--- src/msr_pkg.sv ---
// Package for the masked share refresh block.
// Holds the shared widths, generator seeds and the queue entry types.
// No dependencies.
package msr_pkg;

    // Field widths fixed by the interface; share_index carries the low bits
    // of the set position.
    localparam int IDX_W   = 4;
    localparam int BYTE_W  = 8;
    localparam int CFG_W   = 5;
    localparam int DRAW_W  = 32;

    // Largest number of shares in one masked byte, and the widths that follow.
    localparam int MAX_SHARES = 16;
    localparam int POS_W      = $clog2(MAX_SHARES);
    localparam int CNT_W      = (POS_W + 1 > CFG_W) ? POS_W + 1 : CFG_W;

    // Generator seeds.
    localparam logic [31:0] SEED_X = 32'd123456789;
    localparam logic [31:0] SEED_Y = 32'd362436069;
    localparam logic [31:0] SEED_Z = 32'd521288629;

    // Reset value of the share count register.
    localparam logic [CFG_W-1:0] SHARE_COUNT_RESET = CFG_W'(2);

    // Queue between front and back.
    localparam int QDEPTH = 4;
    localparam int QPTR_W = $clog2(QDEPTH);
    localparam int QCNT_W = $clog2(QDEPTH + 1);

    // One queued record: a first result and an optional closing result.
    typedef struct packed {
        logic [IDX_W-1:0]  index;
        logic [BYTE_W-1:0] value;
        logic              last;
        logic [DRAW_W-1:0] draws;
        logic              has_tail;
        logic [BYTE_W-1:0] tail_value;
    } entry_t;

    // Write side of the queue.
    typedef struct packed {
        logic   valid;
        entry_t entry;
    } push_t;

    // Fill status of the queue.
    typedef struct packed {
        logic full;
        logic empty;
    } queue_status_t;

    // Status of the back end.
    typedef struct packed {
        logic tail_pending;
    } back_status_t;

endpackage

--- src/msr_front.sv ---
// Front end of the masked share refresh block: accepts share items, steps
// the xorshift96 generator and builds queue records. Depends on msr_pkg.
module msr_front import msr_pkg::*;
(
    input  logic              clk,
    input  logic              rst_n,
    input  logic              cfg_write,
    input  logic [CFG_W-1:0]  cfg_data,
    input  logic              accept,
    input  logic [BYTE_W-1:0] share_value,
    output push_t             push
);

    logic [CFG_W-1:0]  share_count_reg;
    logic [31:0]       gen_x_reg, gen_x_next;
    logic [31:0]       gen_y_reg, gen_y_next;
    logic [31:0]       gen_z_reg, gen_z_next;
    logic [DRAW_W-1:0] draw_total_reg, draw_total_next;
    logic [POS_W-1:0]  position_reg, position_next;
    logic [BYTE_W-1:0] held_reg, held_next;

    logic [CNT_W-1:0]  count_eff;
    logic [31:0]       x1, x2, x3, z_new;
    logic [BYTE_W-1:0] rand_byte;
    logic [BYTE_W-1:0] held_mixed;
    logic [CNT_W-1:0]  next_pos_wide;
    logic              closes;

    // Clamp the configured count into the supported range.
    always_comb
    begin
        if (share_count_reg == '0)
            count_eff = CNT_W'(1);
        else if (CNT_W'(share_count_reg) > CNT_W'(MAX_SHARES))
            count_eff = CNT_W'(MAX_SHARES);
        else
            count_eff = CNT_W'(share_count_reg);
    end

    // One xorshift96 step; the draw is the low byte of the new z.
    always_comb
    begin
        x1        = gen_x_reg ^ (gen_x_reg << 16);
        x2        = x1 ^ (x1 >> 5);
        x3        = x2 ^ (x2 << 1);
        z_new     = x3 ^ gen_y_reg ^ gen_z_reg;
        rand_byte = z_new[BYTE_W-1:0];
    end

    assign held_mixed    = held_reg ^ rand_byte;
    assign next_pos_wide = CNT_W'(position_reg) + CNT_W'(1);
    assign closes        = (next_pos_wide >= count_eff);

    // Classify the item and build the record that goes to the queue.
    always_comb
    begin
        gen_x_next      = gen_x_reg;
        gen_y_next      = gen_y_reg;
        gen_z_next      = gen_z_reg;
        draw_total_next = draw_total_reg;
        position_next   = position_reg;
        held_next       = held_reg;
        push            = '0;
        if (accept)
        begin
            if (position_reg == '0)
            begin
                if (count_eff == CNT_W'(1))
                begin
                    // A single share passes through unchanged and closes the set.
                    push.valid       = 1'b1;
                    push.entry.index = '0;
                    push.entry.value = share_value;
                    push.entry.last  = 1'b1;
                    push.entry.draws = draw_total_reg;
                end
                else
                begin
                    held_next     = share_value;
                    position_next = POS_W'(1);
                end
            end
            else
            begin
                gen_x_next       = gen_y_reg;
                gen_y_next       = gen_z_reg;
                gen_z_next       = z_new;
                draw_total_next  = draw_total_reg + DRAW_W'(1);
                held_next        = held_mixed;
                push.valid       = 1'b1;
                push.entry.index = IDX_W'(position_reg);
                push.entry.value = share_value ^ rand_byte;
                push.entry.last  = 1'b0;
                push.entry.draws = draw_total_reg + DRAW_W'(1);
                push.entry.has_tail   = closes;
                push.entry.tail_value = held_mixed;
                position_next    = closes ? '0 : next_pos_wide[POS_W-1:0];
            end
        end
    end

    // State registers.
    always_ff @(posedge clk or negedge rst_n)
    begin
        if (!rst_n)
        begin
            share_count_reg <= SHARE_COUNT_RESET;
            gen_x_reg       <= SEED_X;
            gen_y_reg       <= SEED_Y;
            gen_z_reg       <= SEED_Z;
            draw_total_reg  <= '0;
            position_reg    <= '0;
            held_reg        <= '0;
        end
        else
        begin
            if (cfg_write)
                share_count_reg <= cfg_data;
            gen_x_reg      <= gen_x_next;
            gen_y_reg      <= gen_y_next;
            gen_z_reg      <= gen_z_next;
            draw_total_reg <= draw_total_next;
            position_reg   <= position_next;
            held_reg       <= held_next;
        end
    end

endmodule

--- src/msr_queue.sv ---
// Short queue of result records between the front and back ends.
// Depends on msr_pkg.
module msr_queue import msr_pkg::*;
(
    input  logic          clk,
    input  logic          rst_n,
    input  push_t         push,
    input  logic          pop,
    output entry_t        head,
    output queue_status_t status
);

    entry_t            mem [QDEPTH];
    logic [QPTR_W-1:0] wr_ptr_reg, wr_ptr_next;
    logic [QPTR_W-1:0] rd_ptr_reg, rd_ptr_next;
    logic [QCNT_W-1:0] count_reg, count_next;

    assign head         = mem[rd_ptr_reg];
    assign status.full  = (count_reg == QCNT_W'(QDEPTH));
    assign status.empty = (count_reg == '0);

    // Pointer and fill count update.
    always_comb
    begin
        wr_ptr_next = push.valid ? wr_ptr_reg + QPTR_W'(1) : wr_ptr_reg;
        rd_ptr_next = pop ? rd_ptr_reg + QPTR_W'(1) : rd_ptr_reg;
        count_next  = count_reg;
        if (push.valid && !pop)
            count_next = count_reg + QCNT_W'(1);
        else if (!push.valid && pop)
            count_next = count_reg - QCNT_W'(1);
    end

    // Storage; entries need no reset.
    always_ff @(posedge clk)
    begin
        if (push.valid)
            mem[wr_ptr_reg] <= push.entry;
    end

    always_ff @(posedge clk or negedge rst_n)
    begin
        if (!rst_n)
        begin
            wr_ptr_reg <= '0;
            rd_ptr_reg <= '0;
            count_reg  <= '0;
        end
        else
        begin
            wr_ptr_reg <= wr_ptr_next;
            rd_ptr_reg <= rd_ptr_next;
            count_reg  <= count_next;
        end
    end

endmodule

--- src/msr_back.sv ---
// Back end of the masked share refresh block: drains queue records into the
// output register, emitting the closing share zero as a second item.
// Depends on msr_pkg.
module msr_back import msr_pkg::*;
(
    input  logic              clk,
    input  logic              rst_n,
    input  entry_t            head,
    input  queue_status_t     qstatus,
    output logic              pop,
    output back_status_t      status,
    output logic              result_valid,
    input  logic              result_stall,
    output logic [IDX_W-1:0]  share_index,
    output logic [BYTE_W-1:0] refreshed_value,
    output logic              last,
    output logic [DRAW_W-1:0] draws_so_far
);

    logic              valid_reg, valid_next;
    logic              tail_reg, tail_next;
    logic [BYTE_W-1:0] tail_value_reg, tail_value_next;
    logic [IDX_W-1:0]  index_reg, index_next;
    logic [BYTE_W-1:0] value_reg, value_next;
    logic              last_reg, last_next;
    logic [DRAW_W-1:0] draws_reg, draws_next;
    logic              load;

    assign load = !valid_reg || !result_stall;

    // Choose what the output register holds next.
    always_comb
    begin
        valid_next      = valid_reg;
        tail_next       = tail_reg;
        tail_value_next = tail_value_reg;
        index_next      = index_reg;
        value_next      = value_reg;
        last_next       = last_reg;
        draws_next      = draws_reg;
        pop             = 1'b0;
        if (load)
        begin
            if (tail_reg)
            begin
                // Closing share zero keeps the draw count of its partner.
                valid_next = 1'b1;
                tail_next  = 1'b0;
                index_next = '0;
                value_next = tail_value_reg;
                last_next  = 1'b1;
            end
            else if (!qstatus.empty)
            begin
                pop             = 1'b1;
                valid_next      = 1'b1;
                tail_next       = head.has_tail;
                tail_value_next = head.tail_value;
                index_next      = head.index;
                value_next      = head.value;
                last_next       = head.last;
                draws_next      = head.draws;
            end
            else
            begin
                valid_next = 1'b0;
            end
        end
    end

    // Control registers.
    always_ff @(posedge clk or negedge rst_n)
    begin
        if (!rst_n)
        begin
            valid_reg <= 1'b0;
            tail_reg  <= 1'b0;
        end
        else
        begin
            valid_reg <= valid_next;
            tail_reg  <= tail_next;
        end
    end

    // Payload registers.
    always_ff @(posedge clk)
    begin
        tail_value_reg <= tail_value_next;
        index_reg      <= index_next;
        value_reg      <= value_next;
        last_reg       <= last_next;
        draws_reg      <= draws_next;
    end

    assign result_valid        = valid_reg;
    assign share_index         = index_reg;
    assign refreshed_value     = value_reg;
    assign last                = last_reg;
    assign draws_so_far        = draws_reg;
    assign status.tail_pending = tail_reg;

endmodule

--- src/masked_share_refresh_top.sv ---
// Masked share refresh, top level. An accepted share goes through the queue
// into the output register, and the closing share zero follows its partner.
// Throughput: one share per cycle unless the queue is full or output stalls;
// closing shares add items to the single output register draining the queue.
// Reset (rst_n, async, active low) restores the generator seeds, clears the
// draw count, set position and queue, and sets the share count to 2.
module masked_share_refresh_top import msr_pkg::*;
(
    input  logic              clk,
    input  logic              rst_n,
    input  logic              cfg_valid,
    output logic              cfg_ready,
    input  logic [CFG_W-1:0]  share_count,
    input  logic              share_valid,
    output logic              share_stall,
    input  logic [BYTE_W-1:0] share_value,
    output logic              result_valid,
    input  logic              result_stall,
    output logic [IDX_W-1:0]  share_index,
    output logic [BYTE_W-1:0] refreshed_value,
    output logic              last,
    output logic [DRAW_W-1:0] draws_so_far
);

    push_t         push;
    entry_t        head;
    queue_status_t qstatus;
    back_status_t  bstatus;
    logic          pop;
    logic          accept;

    // The register is always writable; the input stalls on a full queue.
    assign cfg_ready   = 1'b1;
    assign share_stall = qstatus.full;
    assign accept      = share_valid && !share_stall;

    msr_front u_front (
        .clk         (clk),
        .rst_n       (rst_n),
        .cfg_write   (cfg_valid && cfg_ready),
        .cfg_data    (share_count),
        .accept      (accept),
        .share_value (share_value),
        .push        (push)
    );

    msr_queue u_queue (
        .clk    (clk),
        .rst_n  (rst_n),
        .push   (push),
        .pop    (pop),
        .head   (head),
        .status (qstatus)
    );

    msr_back u_back (
        .clk             (clk),
        .rst_n           (rst_n),
        .head            (head),
        .qstatus         (qstatus),
        .pop             (pop),
        .status          (bstatus),
        .result_valid    (result_valid),
        .result_stall    (result_stall),
        .share_index     (share_index),
        .refreshed_value (refreshed_value),
        .last            (last),
        .draws_so_far    (draws_so_far)
    );

    // A record is never written into a full queue.
    assert property (@(posedge clk) disable iff (!rst_n)
        !(push.valid && qstatus.full))
        else $error("push into full queue");

    // The back end never pops an empty queue.
    assert property (@(posedge clk) disable iff (!rst_n)
        !(pop && qstatus.empty))
        else $error("pop from empty queue");

    // A pending closing share always sits behind a valid result.
    assert property (@(posedge clk) disable iff (!rst_n)
        bstatus.tail_pending |-> result_valid)
        else $error("closing share pending without a result");

    // The closing result of a set is always share zero.
    assert property (@(posedge clk) disable iff (!rst_n)
        (result_valid && last) |-> (share_index == '0))
        else $error("last result is not share zero");

endmodule
--- config.mk ---
export PLATFORM = sky130hd
export DESIGN_NAME = masked_share_refresh_top
export DESIGN_NICKNAME = d
export VERILOG_FILES = /design/src/msr_pkg.sv /design/src/msr_front.sv /design/src/msr_queue.sv /design/src/msr_back.sv /design/src/masked_share_refresh_top.sv
export SDC_FILE = /design/constraint.sdc
export NUM_CORES = 1
export LEC_CHECK = 0
export ABC_AREA = 1
export ABC_CLOCK_PERIOD_IN_PS = 4400
export BUFFER_PORTS_ARGS = -buffer_cell sky130_fd_sc_hd__clkbuf_2
export CAP_MARGIN = 20
export CORE_AREA = 2 2 212 214
export DETAILED_ROUTE_END_ITERATION = 16
export DIE_AREA = 0 0 214 216
export HOLD_SLACK_MARGIN = 0.05
export PLACE_DENSITY_LB_ADDON = 0.05
export SLEW_MARGIN = 10
export SYNTH_ARGS = -nofsm -noshare
export SYNTH_HDL_FRONTEND = slang
export SYNTH_SLANG_ARGS = --single-unit
--- constraint.sdc ---
create_clock -name clk -period 4.4 [get_ports clk]
set_clock_uncertainty 0.1 [all_clocks]
set_input_delay 1.32 -clock clk [delete_from_list [all_inputs] [get_ports clk]]
set_output_delay 1.32 -clock clk [all_outputs]
set_load 0.03 [all_outputs]
; Word-level counts from Yosys, hierarchy flattened
; Memory sizes are Yosys's and may differ from the RTL's.
; Cells that the tools add are included.
[totals]
ram_bits = 216
output_inout_bits = 48
in_bits = 18
n_memories = 1
elab_cells = 82
reg_bits = 207
[op_classes]
n_reduce_logical = 17
n_bitwise = 10
magnitude_cmp = 2
n_mux = 25
n_eq_ne = 4
add_sub_neg = 6
[mem_list]
columns = memory, depth, width, rd, rd_ports_with_merged_regs, write_ports, line
row1 = u_queue.mem, 4, 54, 1, 0, 1, msr_queue.sv:13  ; entry_t mem [QDEPTH];
[op_table]
columns = operator, count
row1 = $xor A32 B32 Y32, 4
row2 = $mux W46, 2
row3 = $mux W55, 1
row4 = $add A32 B1 Y32 const B, 1
row5 = $mux W8, 4
row6 = $xor A32 B27 Y32, 1
row7 = $mux W4, 4
row8 = $xor A8 B8 Y8, 2
row9 = $mux W5, 2
row10 = $mux W1, 9
row11 = $mux W9, 1
row12 = $mux W3, 2
row13 = $reduce_and A2 Y1, 3
row14 = $add A4 B1 Y5 const B, 1
row15 = $eq A5 B1 Y1 const B, 1
row16 = $ge A5 B5 Y1, 1
row17 = $gt A5 B5 Y1 const B, 1
row18 = $logic_not A1 Y1, 5
row19 = $logic_not A5 Y1, 1
row20 = $add A2 B1 Y2 const B, 2
row21 = $logic_not A4 Y1, 1
row22 = $ne A2 B2 Y1 const B, 2
row23 = $add A3 B1 Y3 const B, 1
row24 = $eq A3 B3 Y1 const B, 1
row25 = other kinds (7), 11

; Depth between registers and ports, before layout
; Gate-level depths: netlist of run 1.
[logic_depth]
word_depth = 12
ltp_mapped = 12
mapped_depth_nobuf = 12

; Hierarchy
; Synthesis of run 1 repeated with hierarchy kept, for this count alone.
[hier_totals]
hier_cells = 2269
area_unflattened_um2 = 20626.0
[modules_own_cells]
columns = module, n_inst, area_each_um2, cells_each, seq_area_each_um2
row1 = msr_front, 1, 9685.5, 1487, 3691.0
row2 = msr_queue, 1, 9081.2, 677, 6661.4
row3 = msr_back, 1, 1838.0, 101, 1641.6
row4 = masked_share_refresh_top, 1, 21.3, 4, 0.0

; Worst setup path after synthesis of run 1
; Ideal clock, no wire load.
[synth_path]
path_kind = input to register
from = input port share_valid
to = memory u_queue.mem[0][0] (netlist name) (enable)
setup_time_ps = 466
required_ps = 3834
path_buffers = 1
setup_slack_ps = -249
t_arrival_ps = 4083
path_stages = 5
path_cell_list = nand2_2 > inv_1 > o21ai_0 > buf_2 > nor2_1
[synth_via]
elab_chain_cells = 4
[synth_rtl]
columns = item, line
row1 = start: declaration, masked_share_refresh_top.sv:14  ; input logic share_valid,
row2 = $logic_and A1 B1 Y1, masked_share_refresh_top.sv:35  ; assign accept = share_valid && !share_stall;
row3 = $mux W55, msr_front.sv:64  ; if (accept)
row4 = $mux W1, msr_queue.sv:37  ; if (push.valid)
row5 = $mux W1 (not written as such), msr_queue.sv:38  ; mem[wr_ptr_reg] <= push.entry;
row6 = end: declaration, msr_queue.sv:13
; Every way passes these cells.

==> results of run 1 <==
[critical path: cells and delay by family, from the launching register on]
family | cells | cell delay (ns)
AOI/OAI and AO/OA | 1 | 0.24
adders and majority gates | 1 | 0.23
and+or+nand+nor | 3 | 0.45
DFF | 1 | 0.43
buffers and inverters | 4 | 1.16
[routing by layer]
metal,up-vias,part of all wire (%)
met2,275,47
met3,65,4.5
met1,6873,47
li1,7266,-
met4,0,2.1
met5,-,0
[cell families (layout without fill, tap and decap cells)]
family / after synthesis / after routing
and+or+nand+nor: 1086 / 1086
DFF: 423 / 423
AOI/OAI and AO/OA: 337 / 337
buffers and inverters: 252 / 351
xor gates and xnor gates: 29 / 29
adders and majority gates: 14 / 14
muxes: 2 / 2
other: 1 / 1
[worst max-delay path by stage]
| stage | start | endpoint |
|---|---|---|
| floorplan | share_valid | u_queue.mem[0][0]$_DFFE_PP_ |
| global placement | result_stall | u_back.draws_so_far[15]$_DFFE_PP_ |
| detailed placement | share_valid | u_queue.count_reg[1]$_DFFE_PN0P_ |
| CTS | u_front.position_reg[0]$_DFFE_PN0P_ | u_queue.mem[1][38]$_DFFE_PP_ |
| global route | u_front.position_reg[0]$_DFFE_PN0P_ | u_queue.mem[2][38]$_DFFE_PP_ |
| finish | u_front.position_reg[0]$_DFFE_PN0P_ | u_queue.mem[1][38]$_DFFE_PP_ |
[power by group]
group	leakage (nW)	total [mW]	internal, mW	switching, mW
logic	4.17	7.09	2.06	5.03
registers	4.36	6.80	6.02	0.775
clock network	0.771	3.90	2.33	1.57
total	9.31	17.8	10.4	7.37
[area by class of cell]
type | count | area (um^2) | area share [%]
clock inverters | 22 | 228 | 1.02
clock buffers | 64 | 1320 | 5.94
flip-flops and latches | 423 | 12000 | 54.0
inverters | 178 | 668 | 3.01
well taps | 592 | 741 | 3.33
repair buffers | 87 | 624 | 2.81
multi-input cells | 1469 | 6640 | 29.9
[placed cells by master (no fill, tap or decap), drive strengths merged, types with 4 or more instances in the layout]
master,Yosys,routed
a31oi,8,8
nand3,117,117
clkbuf,34,127
buf,40,24
bufinv,0,4
edfxtp,269,269
clkinv,2,21
dfrtp,104,104
nand4,25,25
nor3,8,8
o22ai,41,41
nand2,708,708
ha,13,13
inv,176,175
nor2,223,223
dfstp,50,50
xor2,19,19
o21ai,242,242
a21oi,37,37
xnor2,10,10
o31ai,6,6
[per-stage QoR]
step                util [%]  hold slack [ns]  cells  power [mW]  TNS [ns]
floorplan                  -            0.346   2144        11.9    -53.82
global placement        47.2            0.356   2749        13.9         0
detailed placement      47.2            0.362   2749        14.0         0
CTS                     50.7            0.370   2835        18.0         0
global route            50.7            0.388   2835        19.3         0
finish                  50.7            0.366   2835        17.8         0
==> flow_metrics.py, run 1 <==
metrics = {
    "run_status": {
        "outcome": "finished clean",
    },
    "critical_path": {
        "cp_cell_sequence": "inv_1 > ha_1 > nand3_4 > buf_4 > inv_2 > nor2_8 > buf_12 > nand3_1 > o21ai_0",
        "r2r_setup_slack_ns": 1.32,
        "crit-reg2reg-capture": "u_queue.mem[1][38]$_DFFE_PP_",
        "crit_path_end_kind": "register",
        "critical_path_class": "register to register",
        "cp_data_arrival_time_ns": 3.28,
        "critical_path.max_fanout": 214,
        "reg2reg_depth": 9,
        "cp_slowest_stage_delay_ns": 0.54,
        "crit_required_ns": 4.61,
        "timing.critical_path.from_type": "register",
        "cp_slowest_cell": "buf_12",
        "critical_path.reg2reg.startpoint": "u_front.position_reg[0]$_DFFE_PN0P_",
    },
    "yosys": {
        "post_synth_xor_area_fraction_pct": 1.29,
        "synth_top_cell_by_area": "edfxtp_1",
        "synth-compound-area-share_pct": 9.03,
        "synth-seq-cells": 423,
        "netlist_area_um2": 19600,
        "synth.distinct_cells": 40,
        "yosys_warnings": 0,
        "dominantRegCellSynth": "edfxtp_1",
        "netlist_top_cells_area": "edfxtp_1 41%, nand2_1 13%, dfrtp_1 13%",
        "synth_simple_gate_area_share_pct": 22.3,
        "yosys.cell_count.top_type": "nand2_1",
        "synthTopCellsByCount": "704 x nand2_1, 269 x edfxtp_1, 226 x o21ai_0",
        "synth.yosys.seq_area_share_pct": 61.1,
        "combinational_family_with_the_most_area_after_synthesis": "simple AND/OR/NAND/NOR gates",
        "mux_share_of_post_synthesis_cell_area_pct": 0.115,
        "synth_edf_count": 269,
        "async_reset_ff_share_pct": 36.4,
        "synth_cells": 2144,
        "post_synth_fa_ha_maj_area_fraction_pct": 0.931,
        "synthDominantCellAreaShare_pct": 41.2,
        "syn-num-nets": 2176,
        "postSynthAreaPerCell_um2": 9.15,
    },
    "clock_network": {
        "tritoncts": "done",
        "clock_tree.root_cell": "clkbuf_16",
        "clkSlewWorstSetupHoldPaths_ns": 0.06,
        "htree_num_levels": 2,
        "clock_latency_of_the_later_clocked_register_in_the_worst_skew_pair_ns": 0.58,
        "cts-buffers-inserted": 46,
        "postCtsHoldBufs": 0,
        "cts_resized": 0,
        "max-clock-path-buffers": 3,
        "cts_setup_buffers": 0,
        "clock-sinks": 423,
    },
    "cells_and_area": {
        "cell_area_after_layout_um2": 22200,
        "layout-drive-gt1-share_pct": 10.6,
        "largest-register": "u_queue.mem",
        "n_fill_cell": 4043,
        "layout-area-overhead-vs-synth_pct": 13.3,
        "antenna_cells": 0,
        "finalNetCount": 2237,
        "largest_register_ff_count": 216,
    },
    "grt": {
        "gr-max-usage-layer": "met2",
        "grt_max_degree": 215,
        "first_global_vias": 14000,
        "global_route.overflow_total": 0,
        "global_route.usage.total_pct": 21.1,
        "grt_antenna_before_repair": 0,
        "grt_first_pass_wirelength_um": 77000,
        "global_route.usage.met2_pct": 34.7,
        "use_met3_pct": 3.24,
        "use_met1_pct": 29.3,
    },
    "pwr": {
        "p_leak_nw": 9.31,
        "ir_worst_vdd_mv": 0.501,
        "cellPowerDensity_nw_per_um2": 800,
    },
    "routing": {
        "drt_iter0_markers": 993,
        "route.detailed.wl_per_inst_um": 16.8,
        "via_count": 14500,
        "route.detailed.drc": 0,
        "detail_route.vias_per_cell": 5.11,
        "drtPass1Iterations": 5,
        "ant_nets": 0,
        "routed_wl_um": 47700,
    },
    "timing": {
        "worst_rel_slew_slack_pct": 40.7,
        "final_critical_path_setup_slack_ns": 1.32,
        "timing_worst_slew_pin_value_ns": 0.889,
        "final_max_slew_viol_count": 0,
        "grt_setup_unrepaired": "false",
        "setup_viol": 0,
        "clock.fmax_mhz": 325,
        "final.min_clock_period_ns": 3.08,
        "timing_hold_violations_final": 0,
        "crit_share_post_route_pct": 69.9,
    },
    "flow_run": {
        "max_cap_viol_count": 0,
    },
    "die": {
        "boundaryPins": 66,
        "die-area_um2": 46200,
        "core.rowCount": 77,
        "initial_utilization_pct": 44.8,
        "die_y_um": 216,
        "die_x_um": 214,
        "core_um2": 43800,
    },
    "placed_design": {
        "finalWeightedCongestion": 0.880,
        "portBuffers": 64,
        "place_ws_ns": 1.01,
        "placed_cell_area_um2": 20700,
        "place.detailed.hpwl_um": 31900,
    },
    "worst_hold_path": {
        "hold_start": "u_front.gen_z_reg[26]$_DFFE_PN1P_",
        "hold_path.class": "register to register",
        "min_delay_worst_endpoint": "u_front.gen_z_reg[26]$_DFFE_PN1P_",
        "holdPathStages": 2,
    },
}
(Power assumes the default switching activity.)
==> run 2: changes to the inputs <==
--- a/config.mk
+++ b/config.mk
@@ -6,7 +6,7 @@
 export NUM_CORES = 1
 export LEC_CHECK = 0
 export ABC_AREA = 1
-export ABC_CLOCK_PERIOD_IN_PS = 4400
+export ABC_CLOCK_PERIOD_IN_PS = 2900
 export BUFFER_PORTS_ARGS = -buffer_cell sky130_fd_sc_hd__clkbuf_2
 export CAP_MARGIN = 20
 export CORE_AREA = 2 2 212 214
==> constraint.sdc (replaced) <==
create_clock -name clk -period 2.9 [get_ports clk]
set_clock_uncertainty 0.1 [all_clocks]
set_input_delay 0.87 -clock clk [delete_from_list [all_inputs] [get_ports clk]]
set_output_delay 0.87 -clock clk [all_outputs]
set_load 0.03 [all_outputs]
==> flow_metrics.py, run 2 (synthesis results as in run 1) <==
metrics = {
    "placed_design": {
        "finalWeightedCongestion": 0.891,
        "portBuffers": 64,
        "place_ws_ns": 0.360,
        "place.detailed.hpwl_um": 31800,
    },
    "pwr": {
        "power.sequential.fraction_pct": 37.7,
        "p_leak_nw": 9.36,
        "netSwitchingPower_mw": 11.3,
        "clkPwrFrac_pct": 22.0,
        "report.power.total_mw": 27.2,
        "ir_worst_vdd_mv": 0.632,
        "cellPowerDensity_nw_per_um2": 1220,
        "p_sw_share_pct": 41.4,
        "power_report.internal_total_mw": 15.9,
        "comb_power_share_pct": 40.3,
    },
    "cells_and_area": {
        "finalNetCount": 2248,
        "antenna_cells": 0,
        "mostFrequentLayoutCell": "nand2_1",
        "largest_register_ff_count": 216,
        "largest-register": "u_queue.mem",
        "final_cell_mix": "704 x nand2_1, 269 x edfxtp_1, 225 x o21ai_0",
        "layout-area-overhead-vs-synth_pct": 13.8,
        "layout-drive-gt1-share_pct": 11.0,
    },
    "grt": {
        "grt_antenna_before_repair": 1,
        "first_global_vias": 14200,
        "global_route.overflow_total": 0,
        "grt_max_degree": 110,
        "global_route.usage.total_pct": 21.0,
        "grt_first_pass_wirelength_um": 77300,
    },
    "die": {
        "die-area_um2": 46200,
        "die_y_um": 216,
        "core_um2": 43800,
        "die_x_um": 214,
        "boundaryPins": 66,
        "initial_utilization_pct": 44.8,
        "core.rowCount": 77,
    },
    "timing": {
        "setup_viol": 0,
        "finalSetupTns_ns": 0,
        "timing_worst_slew_pin_value_ns": 0.707,
        "crit_share_post_route_pct": 83.3,
        "final_critical_path_setup_slack_ns": 0.484,
        "hold_ws_ns": 0.152,
        "timing_hold_violations_final": 0,
        "clock.fmax_mhz": 414,
        "final_max_slew_viol_count": 0,
        "worst_rel_slew_slack_pct": 52.4,
        "grt_setup_unrepaired": "false",
        "final.min_clock_period_ns": 2.42,
    },
    "clock_network": {
        "postCtsHoldBufs": 0,
        "cts_resized": 0,
        "cts-buffers-inserted": 47,
        "clock_tree.root_cell": "clkbuf_16",
        "max-clock-path-buffers": 3,
        "cts_setup_buffers": 0,
        "clock_latency_of_the_later_clocked_register_in_the_worst_skew_pair_ns": 0.58,
        "htree_num_levels": 2,
        "clkSlewWorstSetupHoldPaths_ns": 0.06,
        "clock-sinks": 423,
        "tritoncts": "done",
    },
    "routing": {
        "via_count": 14600,
        "route.detailed.wl_per_inst_um": 16.7,
        "route.detailed.drc": 0,
        "routed_wl_um": 47600,
        "drt_iter0_markers": 908,
        "detail_route.vias_per_cell": 5.13,
        "ant_nets": 0,
        "drtPass1Iterations": 5,
    },
    "critical_path": {
        "critical_path_class": "register to output port",
        "critical_path.max_fanout": 3,
        "timing.critical_path.from_type": "register",
        "critical_path.reg2reg.startpoint": "u_front.position_reg[0]$_DFFE_PN0P_",
        "crit_path_end_kind": "output port",
        "crit_required_ns": 1.93,
        "critical_path.startpoint": "u_queue.count_reg[1]$_DFFE_PN0P_",
        "cp_data_arrival_time_ns": 1.45,
    },
    "worst_hold_path": {
        "hold_path.class": "input pin to async pin",
    },
    "flow_run": {
        "max_cap_viol_count": 0,
    },
    "run_status": {
        "outcome": "finished clean",
    },
}
==> run 2: cell types whose count changed in the layout (fill, tap and decap cells not counted), sizes merged <==
cell | previous run | this run
buf | 24 | 34
clkinvlp | 0 | 2
clkbuf | 127 | 115
bufinv | 4 | 6
clkinv | 21 | 30
==> run 2: worst max-delay path: stages (launching register included) <==
cell and delay [ns]:
dfrtp_1 0.42, inv_1 0.08, nand3_1 0.11, inv_1 0.07
clkbuf_2 0.19
==> run 2: final cells by class <==
| cell class | count | area (um^2) |
|---|---|---|
| sequential | 423 | 12000 |
| multi-input combinational | 1469 | 6640 |
| clock buffer | 52 | 1200 |
| fill | 4047 | 21500 |
| timing repair buffer | 97 | 724 |
| inverter | 178 | 668 |
| clock inverter | 35 | 340 |
| tap | 592 | 741 |
==> run 2: power groups by stage <==
stage | registers [mW] | clock network, mW | logic (mW)
floorplan | 10.7 | 0 | 7.26
global placement | 10.3 | 0 | 10.8
detailed placement | 10.3 | 0 | 11.1
CTS | 10.2 | 6.16 | 11.1
global route | 10.5 | 6.40 | 12.5
finish | 10.2 | 5.98 | 11.0
==> run 2: final timing paths <==
path                                                        to  slack, ns  depth (start not counted)
hold reg to reg              u_front.gen_z_reg[12]$_DFFE_PN1P_       0.37                          2
min in group clk             u_front.gen_z_reg[12]$_DFFE_PN1P_       0.37                          2
max in group asynchronous     u_front.gen_z_reg[4]$_DFFE_PN1P_       1.75                          2
setup reg to reg           u_front.position_reg[0]$_DFFE_PN0P_       0.52                          9
setup / recovery                                   share_stall       0.48                          4
hold / removal                u_front.gen_x_reg[5]$_DFFE_PN0P_       0.15                          1
==> run 2: metal layers <==
| layer | track usage [%] | part of all wire [%] |
|---|---|---|
| met1 | 29.0 | 47 |
| met2 | 34.5 | 47 |
| met3 | 3.19 | 3.9 |
| met4 | 5.94 | 2.4 |
| met5 | 0 | 0 |
==> run 2: stage by stage <==
| stage | utilization (%) | instances | cell area, um^2 |
|---|---|---|---|
| 5_1_grt | 50.9 | 2846 | 22300 |
| 2_1_floorplan | - | 2144 | 19600 |
| 6_report | 50.9 | 2846 | 22300 |
| 3_5_place_dp | 47.4 | 2759 | 20800 |
| 3_3_place_gp | 47.4 | 2759 | 20800 |
| 4_1_cts | 50.9 | 2846 | 22300 |
